===== config.mk =====
export PLATFORM = sky130hd
export DESIGN_NAME = i2c_packet_sequencer_unit_flat
export DESIGN_NICKNAME = d
export VERILOG_FILES = /design/src/rtl/ipsq_pkg.sv /design/src/rtl/ipsq_if.sv /design/src/rtl/i2c_packet_sequencer_unit.sv /design/src/rtl/ipsq_txbuf.sv /design/src/rtl/ipsq_core.sv /design/src/flat_wrapper.sv
export SDC_FILE = /design/constraint.sdc
export NUM_CORES = 1
export LEC_CHECK = 0
export ABC_AREA = 0
export BUFFER_PORTS_ARGS = -buffer_cell sky130_fd_sc_hd__clkbuf_2
export CAP_MARGIN = 20
export CORE_MARGIN = 2
export CORE_UTILIZATION = 65
export CTS_BUF_LIST = sky130_fd_sc_hd__clkbuf_8
export CTS_CLUSTER_SIZE = 25
export DETAILED_ROUTE_END_ITERATION = 6
export PLACE_DENSITY = 0.94
export SLEW_MARGIN = 10
export SYNTH_ARGS = -nofsm -noshare
export SYNTH_HDL_FRONTEND = slang
export SYNTH_HIERARCHICAL = 1
export SYNTH_SLANG_ARGS = --single-unit

===== constraint.sdc =====
create_clock -name clk -period 8.7 [get_ports clk]
set_input_delay 0.87 -clock clk [delete_from_list [all_inputs] [get_ports clk]]
set_output_delay 0.87 -clock clk [all_outputs]
set_load 0.005 [all_outputs]

===== src/rtl/ipsq_pkg.sv =====
// ----------------------------------------------------------------------------
// ipsq_pkg
// shared types, codes and constants of the i2c packet sequencer
// ----------------------------------------------------------------------------
package ipsq_pkg;

    localparam int TX_DEPTH_DEF = 64;

    localparam logic [2:0] OP_STATUS  = 3'd0;
    localparam logic [2:0] OP_LOAD    = 3'd1;
    localparam logic [2:0] OP_SEND    = 3'd2;
    localparam logic [2:0] OP_READ    = 3'd3;
    localparam logic [2:0] OP_RELEASE = 3'd4;

    localparam logic [7:0] ST_MASK        = 8'b1111_1000;
    localparam logic [7:0] ST_START       = 8'h08;
    localparam logic [7:0] ST_RESTART     = 8'h10;
    localparam logic [7:0] ST_MT_SLA_ACK  = 8'h18;
    localparam logic [7:0] ST_MT_SLA_NACK = 8'h20;
    localparam logic [7:0] ST_MT_DAT_ACK  = 8'h28;
    localparam logic [7:0] ST_MT_DAT_NACK = 8'h30;
    localparam logic [7:0] ST_ARB_LOST    = 8'h38;
    localparam logic [7:0] ST_MR_SLA_ACK  = 8'h40;
    localparam logic [7:0] ST_MR_SLA_NACK = 8'h48;
    localparam logic [7:0] ST_MR_DAT_ACK  = 8'h50;
    localparam logic [7:0] ST_MR_DAT_NACK = 8'h58;
    localparam logic [7:0] ST_SR_SLA_ACK  = 8'h60;
    localparam logic [7:0] ST_SR_ARB_LOST = 8'h68;
    localparam logic [7:0] ST_SR_GC_LOST  = 8'h78;
    localparam logic [7:0] ST_SR_DAT_ACK  = 8'h80;
    localparam logic [7:0] ST_SR_DAT_NACK = 8'h88;
    localparam logic [7:0] ST_SR_STOP     = 8'hA0;

    localparam logic [1:0] EV_NONE      = 2'd0;
    localparam logic [1:0] EV_SEND_DONE = 2'd1;
    localparam logic [1:0] EV_SLAVE_PKT = 2'd2;
    localparam logic [1:0] EV_READ_DONE = 2'd3;

    localparam logic [0:0] CFG_SLAVE_ENABLE   = 1'd0;
    localparam logic [0:0] CFG_SLAVE_CAPACITY = 1'd1;

    localparam logic [3:0] CTL_CLR_INT = 4'b0001;
    localparam logic [3:0] CTL_ACK     = 4'b0010;
    localparam logic [3:0] CTL_START   = 4'b0100;
    localparam logic [3:0] CTL_STOP    = 4'b1000;

    typedef struct packed {
        logic [2:0] opcode;
        logic [7:0] status_code;
        logic [7:0] data_byte;
        logic [6:0] peer_address;
        logic [7:0] count;
        logic [5:0] buffer_index;
    } cmd_t;

    typedef struct packed {
        logic       control_write;
        logic [3:0] control_bits;
        logic       data_write;
        logic [7:0] data_value;
        logic       store_write;
        logic       store_target;
        logic [7:0] store_index;
        logic [7:0] store_byte;
        logic [1:0] event_res;
        logic [7:0] event_length;
    } res_t;

    typedef struct packed {
        logic       we;
        logic [7:0] waddr;
        logic [7:0] wdata;
        logic [7:0] raddr;
    } txbuf_req_t;

endpackage


===== src/rtl/ipsq_if.sv =====
// ----------------------------------------------------------------------------
// ipsq_if
// command and result channels of the i2c packet sequencer
// ----------------------------------------------------------------------------
interface ipsq_cmd_if;
    logic       valid;
    logic       ready;
    logic [2:0] opcode;
    logic [7:0] status_code;
    logic [7:0] data_byte;
    logic [6:0] peer_address;
    logic [7:0] count;
    logic [5:0] buffer_index;

    modport source (output valid, opcode, status_code, data_byte, peer_address,
                    count, buffer_index, input ready);
    modport sink (input valid, opcode, status_code, data_byte, peer_address,
                  count, buffer_index, output ready);
endinterface

interface ipsq_res_if;
    logic       valid;
    logic       ready;
    logic       control_write;
    logic [3:0] control_bits;
    logic       data_write;
    logic [7:0] data_value;
    logic       store_write;
    logic       store_target;
    logic [7:0] store_index;
    logic [7:0] store_byte;
    logic [1:0] event_res;
    logic [7:0] event_length;

    modport source (output valid, control_write, control_bits, data_write, data_value,
                    store_write, store_target, store_index, store_byte, event_res,
                    event_length, input ready);
    modport sink (input valid, control_write, control_bits, data_write, data_value,
                  store_write, store_target, store_index, store_byte, event_res,
                  event_length, output ready);
endinterface


===== src/rtl/i2c_packet_sequencer_unit.sv =====
// ----------------------------------------------------------------------------
// i2c_packet_sequencer_unit
// packet sequencer on top of an i2c byte engine, taking (when not stalled) one command beat per cycle
// ----------------------------------------------------------------------------
//  channel   dir   handshake        payload
//  cmd       in    valid / ready    opcode, status_code, data_byte, peer_address,
//                                   count, buffer_index
//  res       out   valid / ready    control and data writes, store, event
//  cfg       in    cfg_we           cfg_index, cfg_data
//
//  one beat per cycle sustained while results are taken; a command passes through the input
//  register and its result is then registered in the output register
//  the transmit buffer prefetches the byte at the send position into its read register
//  reset clears all sequencer state; the transmit buffer is not cleared
//  a stalled result holds the output register, the input register still takes one
//  more beat, then cmd.ready drops until the result is taken
// ----------------------------------------------------------------------------
module i2c_packet_sequencer_unit #(
    parameter int TX_DEPTH = ipsq_pkg::TX_DEPTH_DEF
) (
    input  logic            clk,
    input  logic            rst_n,
    ipsq_cmd_if.sink        cmd,
    ipsq_res_if.source      res,
    input  logic            cfg_we,
    input  logic [0:0]      cfg_index,
    input  logic [7:0]      cfg_data
);
    import ipsq_pkg::*;

    logic       in_valid_reg;
    cmd_t       in_reg;
    logic       out_valid_reg;
    res_t       out_reg;
    logic       fire;
    res_t       core_res;
    txbuf_req_t tx_req;
    logic [7:0] tx_rdata;
    logic       slave_enable_reg;
    logic [7:0] slave_capacity_reg;

    assign fire      = in_valid_reg && (!out_valid_reg || res.ready);
    assign cmd.ready = !in_valid_reg || fire;

    always_ff @(posedge clk or negedge rst_n)
    begin
        if (!rst_n)
        begin
            slave_enable_reg   <= 1'b0;
            slave_capacity_reg <= 8'd32;
        end
        else if (cfg_we)
        begin
            unique case (cfg_index)
                CFG_SLAVE_ENABLE:   slave_enable_reg   <= cfg_data[0];
                CFG_SLAVE_CAPACITY: slave_capacity_reg <= cfg_data;
                default:
                begin
                end
            endcase
        end
    end

    always_ff @(posedge clk or negedge rst_n)
    begin
        if (!rst_n)
        begin
            in_valid_reg  <= 1'b0;
            out_valid_reg <= 1'b0;
        end
        else
        begin
            if (cmd.ready)
            begin
                in_valid_reg <= cmd.valid;
            end
            if (fire)
            begin
                out_valid_reg <= 1'b1;
            end
            else if (res.ready)
            begin
                out_valid_reg <= 1'b0;
            end
        end
    end

    always_ff @(posedge clk)
    begin
        if (cmd.ready && cmd.valid)
        begin
            in_reg.opcode       <= cmd.opcode;
            in_reg.status_code  <= cmd.status_code;
            in_reg.data_byte    <= cmd.data_byte;
            in_reg.peer_address <= cmd.peer_address;
            in_reg.count        <= cmd.count;
            in_reg.buffer_index <= cmd.buffer_index;
        end
        if (fire)
        begin
            out_reg <= core_res;
        end
    end

    ipsq_core #(
        .TX_DEPTH(TX_DEPTH)
    ) u_core (
        .clk            (clk),
        .rst_n          (rst_n),
        .fire           (fire),
        .cmd            (in_reg),
        .slave_enable   (slave_enable_reg),
        .slave_capacity (slave_capacity_reg),
        .tx_rdata       (tx_rdata),
        .tx_req         (tx_req),
        .res            (core_res)
    );

    ipsq_txbuf #(
        .TX_DEPTH(TX_DEPTH)
    ) u_txbuf (
        .clk   (clk),
        .req   (tx_req),
        .rdata (tx_rdata)
    );

    assign res.valid         = out_valid_reg;
    assign res.control_write = out_reg.control_write;
    assign res.control_bits  = out_reg.control_bits;
    assign res.data_write    = out_reg.data_write;
    assign res.data_value    = out_reg.data_value;
    assign res.store_write   = out_reg.store_write;
    assign res.store_target  = out_reg.store_target;
    assign res.store_index   = out_reg.store_index;
    assign res.store_byte    = out_reg.store_byte;
    assign res.event_res     = out_reg.event_res;
    assign res.event_length  = out_reg.event_length;

`ifndef ASSERT_OFF
    // every stored byte comes from a bus status beat, which always writes control
    a_store_has_ctrl: assert property (@(posedge clk) disable iff (!rst_n)
        (out_valid_reg && out_reg.store_write) |-> out_reg.control_write)
        else $error("store without control write");

    a_event_has_ctrl: assert property (@(posedge clk) disable iff (!rst_n)
        (out_valid_reg && (out_reg.event_res != EV_NONE)) |-> out_reg.control_write)
        else $error("completion event without control write");

    a_load_quiet: assert property (@(posedge clk) disable iff (!rst_n)
        (fire && (in_reg.opcode == OP_LOAD)) |=>
            (out_valid_reg && !out_reg.control_write && !out_reg.data_write))
        else $error("transmit load produced bus activity");

    a_ready_only_when_full: assert property (@(posedge clk) disable iff (!rst_n)
        !cmd.ready |-> (in_valid_reg && out_valid_reg && !res.ready))
        else $error("input stalled with room downstream");
`endif

endmodule


===== src/rtl/ipsq_txbuf.sv =====
// ----------------------------------------------------------------------------
// ipsq_txbuf
// transmit byte buffer with registered read of the current send position
// ----------------------------------------------------------------------------
module ipsq_txbuf #(
    parameter int TX_DEPTH = ipsq_pkg::TX_DEPTH_DEF
) (
    input  logic                    clk,
    input  ipsq_pkg::txbuf_req_t    req,
    output logic [7:0]              rdata
);
    import ipsq_pkg::*;

    localparam int AW = (TX_DEPTH > 1) ? $clog2(TX_DEPTH) : 1;

    logic [7:0] mem [TX_DEPTH];
    logic [7:0] rdata_reg;

    // write-first so a load of the byte about to be sent is seen at once
    always_ff @(posedge clk)
    begin
        if (req.we)
        begin
            mem[req.waddr[AW-1:0]] <= req.wdata;
        end
        if (req.we && (req.waddr == req.raddr))
        begin
            rdata_reg <= req.wdata;
        end
        else
        begin
            rdata_reg <= mem[req.raddr[AW-1:0]];
        end
    end

    assign rdata = rdata_reg;

endmodule


===== src/rtl/ipsq_core.sv =====
// ----------------------------------------------------------------------------
// ipsq_core
// sequencer state and the per-beat decision logic
// ----------------------------------------------------------------------------
module ipsq_core #(
    parameter int TX_DEPTH = ipsq_pkg::TX_DEPTH_DEF
) (
    input  logic                    clk,
    input  logic                    rst_n,
    input  logic                    fire,
    input  ipsq_pkg::cmd_t          cmd,
    input  logic                    slave_enable,
    input  logic [7:0]              slave_capacity,
    input  logic [7:0]              tx_rdata,
    output ipsq_pkg::txbuf_req_t    tx_req,
    output ipsq_pkg::res_t          res
);
    import ipsq_pkg::*;

    localparam logic [7:0] DEPTH8 = 8'(TX_DEPTH);

    logic       bus_owned_reg, bus_owned_next;
    logic       suppress_ack_reg, suppress_ack_next;
    logic       send_pending_reg, send_pending_next;
    logic [6:0] send_dest_reg, send_dest_next;
    logic [7:0] send_length_reg, send_length_next;
    logic [7:0] send_position_reg, send_position_next;
    logic       slave_active_reg, slave_active_next;
    logic [7:0] slave_count_reg, slave_count_next;
    logic       slave_busy_reg, slave_busy_next;
    logic       read_pending_reg, read_pending_next;
    logic [6:0] read_dest_reg, read_dest_next;
    logic [7:0] read_capacity_reg, read_capacity_next;
    logic [7:0] read_count_reg, read_count_next;

    logic       do_ctrl;
    logic [3:0] ctrl_bits;
    logic       bus_wanted;
    logic [7:0] masked;

    always_comb
    begin
        bus_owned_next     = bus_owned_reg;
        suppress_ack_next  = suppress_ack_reg;
        send_pending_next  = send_pending_reg;
        send_dest_next     = send_dest_reg;
        send_length_next   = send_length_reg;
        send_position_next = send_position_reg;
        slave_active_next  = slave_active_reg;
        slave_count_next   = slave_count_reg;
        slave_busy_next    = slave_busy_reg;
        read_pending_next  = read_pending_reg;
        read_dest_next     = read_dest_reg;
        read_capacity_next = read_capacity_reg;
        read_count_next    = read_count_reg;
        res        = '0;
        do_ctrl    = 1'b0;
        ctrl_bits  = 4'd0;
        bus_wanted = 1'b0;
        masked     = cmd.status_code & ST_MASK;
        tx_req.we    = 1'b0;
        tx_req.waddr = {2'b00, cmd.buffer_index};
        tx_req.wdata = cmd.data_byte;

        unique case (cmd.opcode)
            OP_STATUS:
            begin
                do_ctrl   = 1'b1;
                ctrl_bits = CTL_CLR_INT;
                case (masked)
                    ST_START, ST_RESTART:
                    begin
                        if (send_pending_reg)
                        begin
                            res.data_write     = 1'b1;
                            res.data_value     = {send_dest_reg, 1'b0};
                            send_position_next = 8'd0;
                            bus_owned_next     = 1'b1;
                        end
                        else if (read_pending_reg)
                        begin
                            res.data_write  = 1'b1;
                            res.data_value  = {read_dest_reg, 1'b1};
                            read_count_next = 8'd0;
                            bus_owned_next  = 1'b1;
                        end
                    end
                    ST_MT_SLA_NACK, ST_MT_DAT_NACK:
                    begin
                        if (send_pending_reg)
                        begin
                            send_pending_next = 1'b0;
                            res.event_res     = EV_SEND_DONE;
                        end
                    end
                    ST_ARB_LOST, ST_SR_GC_LOST:
                    begin
                        bus_owned_next = 1'b0;
                    end
                    ST_MT_SLA_ACK, ST_MT_DAT_ACK:
                    begin
                        if (send_pending_reg)
                        begin
                            if (send_position_reg >= send_length_reg)
                            begin
                                send_pending_next = 1'b0;
                                res.event_res     = EV_SEND_DONE;
                            end
                            else
                            begin
                                res.data_write     = 1'b1;
                                res.data_value     = tx_rdata;
                                send_position_next = send_position_reg + 8'd1;
                            end
                        end
                    end
                    ST_SR_SLA_ACK, ST_SR_ARB_LOST:
                    begin
                        if (masked == ST_SR_ARB_LOST)
                        begin
                            bus_owned_next = 1'b0;
                        end
                        if (slave_enable && !slave_busy_reg && !slave_active_reg)
                        begin
                            slave_active_next = 1'b1;
                            slave_count_next  = 8'd0;
                        end
                        else
                        begin
                            slave_active_next = 1'b0;
                            suppress_ack_next = 1'b1;
                        end
                    end
                    ST_SR_DAT_ACK:
                    begin
                        if (!slave_active_reg)
                        begin
                            suppress_ack_next = 1'b1;
                        end
                        else if (slave_capacity <= slave_count_reg)
                        begin
                            slave_active_next = 1'b0;
                            slave_busy_next   = 1'b0;
                            suppress_ack_next = 1'b1;
                        end
                        else
                        begin
                            res.store_write  = 1'b1;
                            res.store_target = 1'b0;
                            res.store_index  = slave_count_reg;
                            res.store_byte   = cmd.data_byte;
                            slave_count_next = slave_count_reg + 8'd1;
                        end
                    end
                    ST_SR_DAT_NACK:
                    begin
                        if (slave_active_reg)
                        begin
                            slave_active_next = 1'b0;
                            slave_busy_next   = 1'b0;
                        end
                    end
                    ST_SR_STOP:
                    begin
                        if (slave_active_reg && (slave_count_reg != 8'd0))
                        begin
                            slave_busy_next  = 1'b1;
                            res.event_res    = EV_SLAVE_PKT;
                            res.event_length = slave_count_reg;
                        end
                        slave_active_next = 1'b0;
                    end
                    ST_MR_SLA_ACK:
                    begin
                        if (read_pending_reg
                            && ({1'b0, read_count_reg} + 9'd1 == {1'b0, read_capacity_reg}))
                        begin
                            suppress_ack_next = 1'b1;
                        end
                    end
                    ST_MR_DAT_ACK, ST_MR_DAT_NACK:
                    begin
                        if (read_pending_reg && (read_count_reg < read_capacity_reg))
                        begin
                            res.store_write  = 1'b1;
                            res.store_target = 1'b1;
                            res.store_index  = read_count_reg;
                            res.store_byte   = cmd.data_byte;
                            read_count_next  = read_count_reg + 8'd1;
                            if ({1'b0, read_count_next} + 9'd1 == {1'b0, read_capacity_reg})
                            begin
                                suppress_ack_next = 1'b1;
                            end
                            if (read_count_next == read_capacity_reg)
                            begin
                                read_pending_next = 1'b0;
                                res.event_res     = EV_READ_DONE;
                                res.event_length  = read_count_next;
                            end
                        end
                    end
                    ST_MR_SLA_NACK:
                    begin
                        if (read_pending_reg)
                        begin
                            read_pending_next = 1'b0;
                            res.event_res     = EV_READ_DONE;
                            res.event_length  = read_count_reg;
                        end
                    end
                    default:
                    begin
                    end
                endcase
            end
            OP_LOAD:
            begin
                tx_req.we = ({2'b00, cmd.buffer_index} < DEPTH8);
            end
            OP_SEND:
            begin
                if (!send_pending_reg)
                begin
                    send_pending_next = 1'b1;
                    send_dest_next    = cmd.peer_address;
                    send_length_next  = (cmd.count > DEPTH8) ? DEPTH8 : cmd.count;
                    do_ctrl           = 1'b1;
                end
            end
            OP_READ:
            begin
                if (!read_pending_reg)
                begin
                    read_pending_next  = 1'b1;
                    read_dest_next     = cmd.peer_address;
                    read_capacity_next = cmd.count;
                    do_ctrl            = 1'b1;
                end
            end
            OP_RELEASE:
            begin
                slave_busy_next = 1'b0;
            end
            default:
            begin
            end
        endcase

        // control register write uses the state left by the command
        if (do_ctrl)
        begin
            bus_wanted = send_pending_next || read_pending_next;
            if (!suppress_ack_next)
            begin
                ctrl_bits = ctrl_bits | CTL_ACK;
            end
            suppress_ack_next = 1'b0;
            if (bus_wanted && !bus_owned_next)
            begin
                ctrl_bits = ctrl_bits | CTL_START;
            end
            if (!bus_wanted && bus_owned_next)
            begin
                ctrl_bits      = ctrl_bits | CTL_STOP;
                bus_owned_next = 1'b0;
            end
            res.control_write = 1'b1;
            res.control_bits  = ctrl_bits;
        end

        tx_req.we    = tx_req.we && fire;
        tx_req.raddr = fire ? send_position_next : send_position_reg;
    end

    always_ff @(posedge clk or negedge rst_n)
    begin
        if (!rst_n)
        begin
            bus_owned_reg     <= 1'b0;
            suppress_ack_reg  <= 1'b0;
            send_pending_reg  <= 1'b0;
            send_dest_reg     <= 7'd0;
            send_length_reg   <= 8'd0;
            send_position_reg <= 8'd0;
            slave_active_reg  <= 1'b0;
            slave_count_reg   <= 8'd0;
            slave_busy_reg    <= 1'b0;
            read_pending_reg  <= 1'b0;
            read_dest_reg     <= 7'd0;
            read_capacity_reg <= 8'd0;
            read_count_reg    <= 8'd0;
        end
        else if (fire)
        begin
            bus_owned_reg     <= bus_owned_next;
            suppress_ack_reg  <= suppress_ack_next;
            send_pending_reg  <= send_pending_next;
            send_dest_reg     <= send_dest_next;
            send_length_reg   <= send_length_next;
            send_position_reg <= send_position_next;
            slave_active_reg  <= slave_active_next;
            slave_count_reg   <= slave_count_next;
            slave_busy_reg    <= slave_busy_next;
            read_pending_reg  <= read_pending_next;
            read_dest_reg     <= read_dest_next;
            read_capacity_reg <= read_capacity_next;
            read_count_reg    <= read_count_next;
        end
    end

endmodule


===== src/flat_wrapper.sv =====
// flat-port wrapper written by rule: the top's interface ports become plain ports
module i2c_packet_sequencer_unit_flat import ipsq_pkg::*;
#(
    parameter int TX_DEPTH = ipsq_pkg::TX_DEPTH_DEF
)
  (clk, rst_n, cfg_we, cfg_index, cfg_data, cmd_valid, cmd_opcode, cmd_status_code, cmd_data_byte, cmd_peer_address, cmd_count, cmd_buffer_index, cmd_ready, res_valid, res_control_write, res_control_bits, res_data_write, res_data_value, res_store_write, res_store_target, res_store_index, res_store_byte, res_event_res, res_event_length, res_ready);
  ipsq_cmd_if cmd_i ();
  ipsq_res_if res_i ();
  input  logic clk;
  input  logic rst_n;
  input  logic cfg_we;
  input  logic [0:0] cfg_index;
  input  logic [7:0] cfg_data;
  input wire logic [$bits(cmd_i.valid)-1:0] cmd_valid;
  input wire logic [$bits(cmd_i.opcode)-1:0] cmd_opcode;
  input wire logic [$bits(cmd_i.status_code)-1:0] cmd_status_code;
  input wire logic [$bits(cmd_i.data_byte)-1:0] cmd_data_byte;
  input wire logic [$bits(cmd_i.peer_address)-1:0] cmd_peer_address;
  input wire logic [$bits(cmd_i.count)-1:0] cmd_count;
  input wire logic [$bits(cmd_i.buffer_index)-1:0] cmd_buffer_index;
  output wire logic [$bits(cmd_i.ready)-1:0] cmd_ready;
  output wire logic [$bits(res_i.valid)-1:0] res_valid;
  output wire logic [$bits(res_i.control_write)-1:0] res_control_write;
  output wire logic [$bits(res_i.control_bits)-1:0] res_control_bits;
  output wire logic [$bits(res_i.data_write)-1:0] res_data_write;
  output wire logic [$bits(res_i.data_value)-1:0] res_data_value;
  output wire logic [$bits(res_i.store_write)-1:0] res_store_write;
  output wire logic [$bits(res_i.store_target)-1:0] res_store_target;
  output wire logic [$bits(res_i.store_index)-1:0] res_store_index;
  output wire logic [$bits(res_i.store_byte)-1:0] res_store_byte;
  output wire logic [$bits(res_i.event_res)-1:0] res_event_res;
  output wire logic [$bits(res_i.event_length)-1:0] res_event_length;
  input wire logic [$bits(res_i.ready)-1:0] res_ready;
  assign cmd_i.valid = cmd_valid;
  assign cmd_i.opcode = cmd_opcode;
  assign cmd_i.status_code = cmd_status_code;
  assign cmd_i.data_byte = cmd_data_byte;
  assign cmd_i.peer_address = cmd_peer_address;
  assign cmd_i.count = cmd_count;
  assign cmd_i.buffer_index = cmd_buffer_index;
  assign cmd_ready = cmd_i.ready;
  assign res_valid = res_i.valid;
  assign res_control_write = res_i.control_write;
  assign res_control_bits = res_i.control_bits;
  assign res_data_write = res_i.data_write;
  assign res_data_value = res_i.data_value;
  assign res_store_write = res_i.store_write;
  assign res_store_target = res_i.store_target;
  assign res_store_index = res_i.store_index;
  assign res_store_byte = res_i.store_byte;
  assign res_event_res = res_i.event_res;
  assign res_event_length = res_i.event_length;
  assign res_i.ready = res_ready;
  i2c_packet_sequencer_unit #(.TX_DEPTH(TX_DEPTH)) u_core (.clk(clk), .rst_n(rst_n), .cmd(cmd_i), .res(res_i), .cfg_we(cfg_we), .cfg_index(cfg_index), .cfg_data(cfg_data));
endmodule

==> flow_metrics.env <==
export IMPL_period_needed_ps=5240
export IMPL_viasPerCell=6.98
export IMPL_clockBufferDepth=3
export IMPL_diodes=0
export IMPL_hold_path_end="u_core/in_reg[2]$_DFFE_PP_"
export IMPL_grt_overflow_total=0
export IMPL_ant_nets=0
export IMPL_fmax_mhz=191
export IMPL_min_from="cmd_buffer_index[2]"
export IMPL_r2r_end="u_core/u_txbuf/rdata[7]$_DFF_P_"
export IMPL_ios=98
export IMPL_path_class="reg2reg"
export IMPL_slowest_delay_ps=880
export IMPL_clk_latency_ps=710
export IMPL_crit_path_end_kind="flip-flop"
export IMPL_via_count=18400
export IMPL_fin_nets=2049
export IMPL_outcome="complete, no violations"
export IMPL_track_usage_pct=32.7
export IMPL_ys_warn_count=6
export IMPL_finalHoldViolCount=0
export IMPL_drcViolationCount=0
export IMPL_cts_setup_buffers=0
export IMPL_cts_sinks=670
export IMPL_syn_avg_cell_area_um2=15.4
export IMPL_cp_buffers_inverters=2
export IMPL_p_leak_nw=10.3
export IMPL_area_delta_synth_final_pct=9.74
export IMPL_root_buffer="clkbuf_8"
export IMPL_setup_violations=0
export IMPL_grt_pass1_vias=18300
export IMPL_path_clk_slew_ps=70
export IMPL_setup_tns_ps=0
export IMPL_crit_chain="inv_1 -> ha_1 -> nand2b_1 -> a21o_1 -> a21o_1 -> a211oi_2 -> o311ai_1 -> xor2_1 -> o21ai_4 -> buf_12 -> xnor2_1 -> nand4_1 -> nor3_1 -> nand2b_1 -> o211ai_1"
export IMPL_h_tree_depth=3
export IMPL_rsz0062_at_grt="false"
export IMPL_grt_pass1_wl_um=109000
export IMPL_wl_per_cell_um=27.8
export IMPL_regToRegStartpoint="u_core/u_core/send_position_reg[0]$_DFF_PN0_"
export IMPL_grt_max_degree=146
export IMPL_min_path_cells=1
export IMPL_die_w_um=213
export IMPL_core_rowCount=76
export IMPL_drv_slew=0
export IMPL_wirelength_um=73100
export IMPL_syn_cell_area_mm2=0.0285
export IMPL_drtIter0Drc=2755
export IMPL_crit_fanout=145
export IMPL_port_buffer_count=94
export IMPL_largest_reg_flops=512
export IMPL_finalCritPeriodShare_pct=60.3
export IMPL_rrSetupSlack_ps=3460
export IMPL_finalWeightedCongestion=0.922
export IMPL_crit_arrival_ps=5790
export IMPL_critPathLaunchType="flip-flop"
export IMPL_rr_worst_depth=15
export IMPL_floorplan_initialDensity_pct=65.9
export IMPL_worst_hold_path_type="in2reg"
export IMPL_cts_hold_buf=0
export IMPL_crit_slowest_cell="nor3_1"
export IMPL_dpl_cell_area_mm2=0.0293
export IMPL_stdcell_area_mm2=0.0312
export IMPL_ir_drop_uv=166
export IMPL_dieArea_mm2=0.0455
export IMPL_dp_hpwl_um=42400
export IMPL_cts_tree="yes"
export IMPL_syn_inst=1853
export IMPL_drv_cap=0
export IMPL_die_h_um=213
export IMPL_p_per_area_mw_per_mm2=212
export IMPL_clock_skew_ps=45.3
export IMPL_required_ps=9250
export IMPL_dr_pass1_iters=6
export IMPL_core_area_mm2=0.0432
export IMPL_antenna_found_initial=0
export IMPL_cts_buffers_inserted=98
export IMPL_final_layout_size_suffix_gt1_share_pct=18.2
export IMPL_max_slew_worst_pin_slew_ps=1120
export IMPL_cts_resized_gates=0
export IMPL_relSlewSlack_pct=24.5
export IMPL_path_delay_family="simple AND/OR/NAND/NOR gates"
power breakdown:
part | switching (mW) | internal [mW]
combinational | 0.308 | 0.202
clock | 1.21 | 1.21
sequential | 0.0854 | 3.61
metrics by stage:
step	power (mW)	utilization [%]	hold slack (ps)	std cells	setup WS [ps]
after global routing	6.82	72.3	324	2631	3250
after floorplan	4.07	-	435	1854	3980
after CTS	6.63	72.3	334	2629	3590
final	6.63	72.3	339	2631	3460
after detailed placement	4.24	68.0	469	2448	3210
after global placement	4.21	67.9	461	2447	3090
layout make-up:
cell class / count / area, um^2
Timing Repair Buffer: 125 / 731
Inverter: 32 / 120
Clock inverter: 79 / 453
Multi-Input combinational cell: 1038 / 8100
Tap cell: 585 / 732
Sequential cell: 670 / 19700
Fill cell: 2367 / 12000
Clock buffer: 102 / 1400
worst reg2reg max path, stage by stage (launching register included):
cell and delay, ps:
dfrtp_1 430, inv_1 110, ha_1 270, nand2b_1 150
a21o_1 170, a21o_1 180, a211oi_2 370, o311ai_1 330
xor2_1 290, o21ai_4 260, buf_12 740, xnor2_1 250
nand4_1 150, nor3_1 880, nand2b_1 380, o211ai_1 190
worst max-delay path by stage:
stage	start	endpoint	cells after the start	slack, ps
finish	u_core/u_core/send_position_reg[0]$_DFF_PN0_	u_core/u_txbuf/rdata[7]$_DFF_P_	15	3460
CTS	u_core/u_core/send_position_reg[0]$_DFF_PN0_	u_core/u_txbuf/rdata[7]$_DFF_P_	15	3590
global route	u_core/u_core/send_position_reg[0]$_DFF_PN0_	u_core/u_txbuf/rdata[7]$_DFF_P_	15	3250
global placement	res_ready	u_core/u_txbuf/rdata[2]$_DFF_P_	14	3090
detailed placement	res_ready	u_core/u_txbuf/rdata[6]$_DFF_P_	14	3210
floorplan	res_ready	u_core/u_txbuf/rdata[0]$_DFF_P_	14	3980
cells in the final DEF (no fill, tap or decap), types with 9 or more instances in the layout:
cell / instances
mux4_2: 46
and2_1: 14
dfrtp_1: 70
nor2b_1: 15
nand2_1: 115
nand2b_1: 18
o211ai_1: 12
o22ai_1: 25
mux2_2: 37
a22oi_1: 66
mux2i_1: 136
o21ai_0: 57
nand3_1: 44
clkbuf_2: 93
ha_1: 30
nor2_1: 124
nand3b_1: 9
nand4_1: 18
buf_4: 27
a21oi_1: 41
edfxtp_1: 591
or3_1: 10
clkinv_1: 14
xnor2_1: 19
inv_1: 71
clkinv_2: 16
nor3_1: 26
o21ai_1: 11
clkbuf_8: 102
routing by layer:
metal / track usage, % / up-vias / wire length (um)
li1: - / 7438 / -
met1: 39.9 / 8932 / 24300
met2: 53.7 / 1616 / 35800
met3: 8.72 / 378 / 8630
met4: 17.4 / 0 / 4490
met5: 0 / - / 0
No activity file was read; power rests on OpenSTA's default activity.
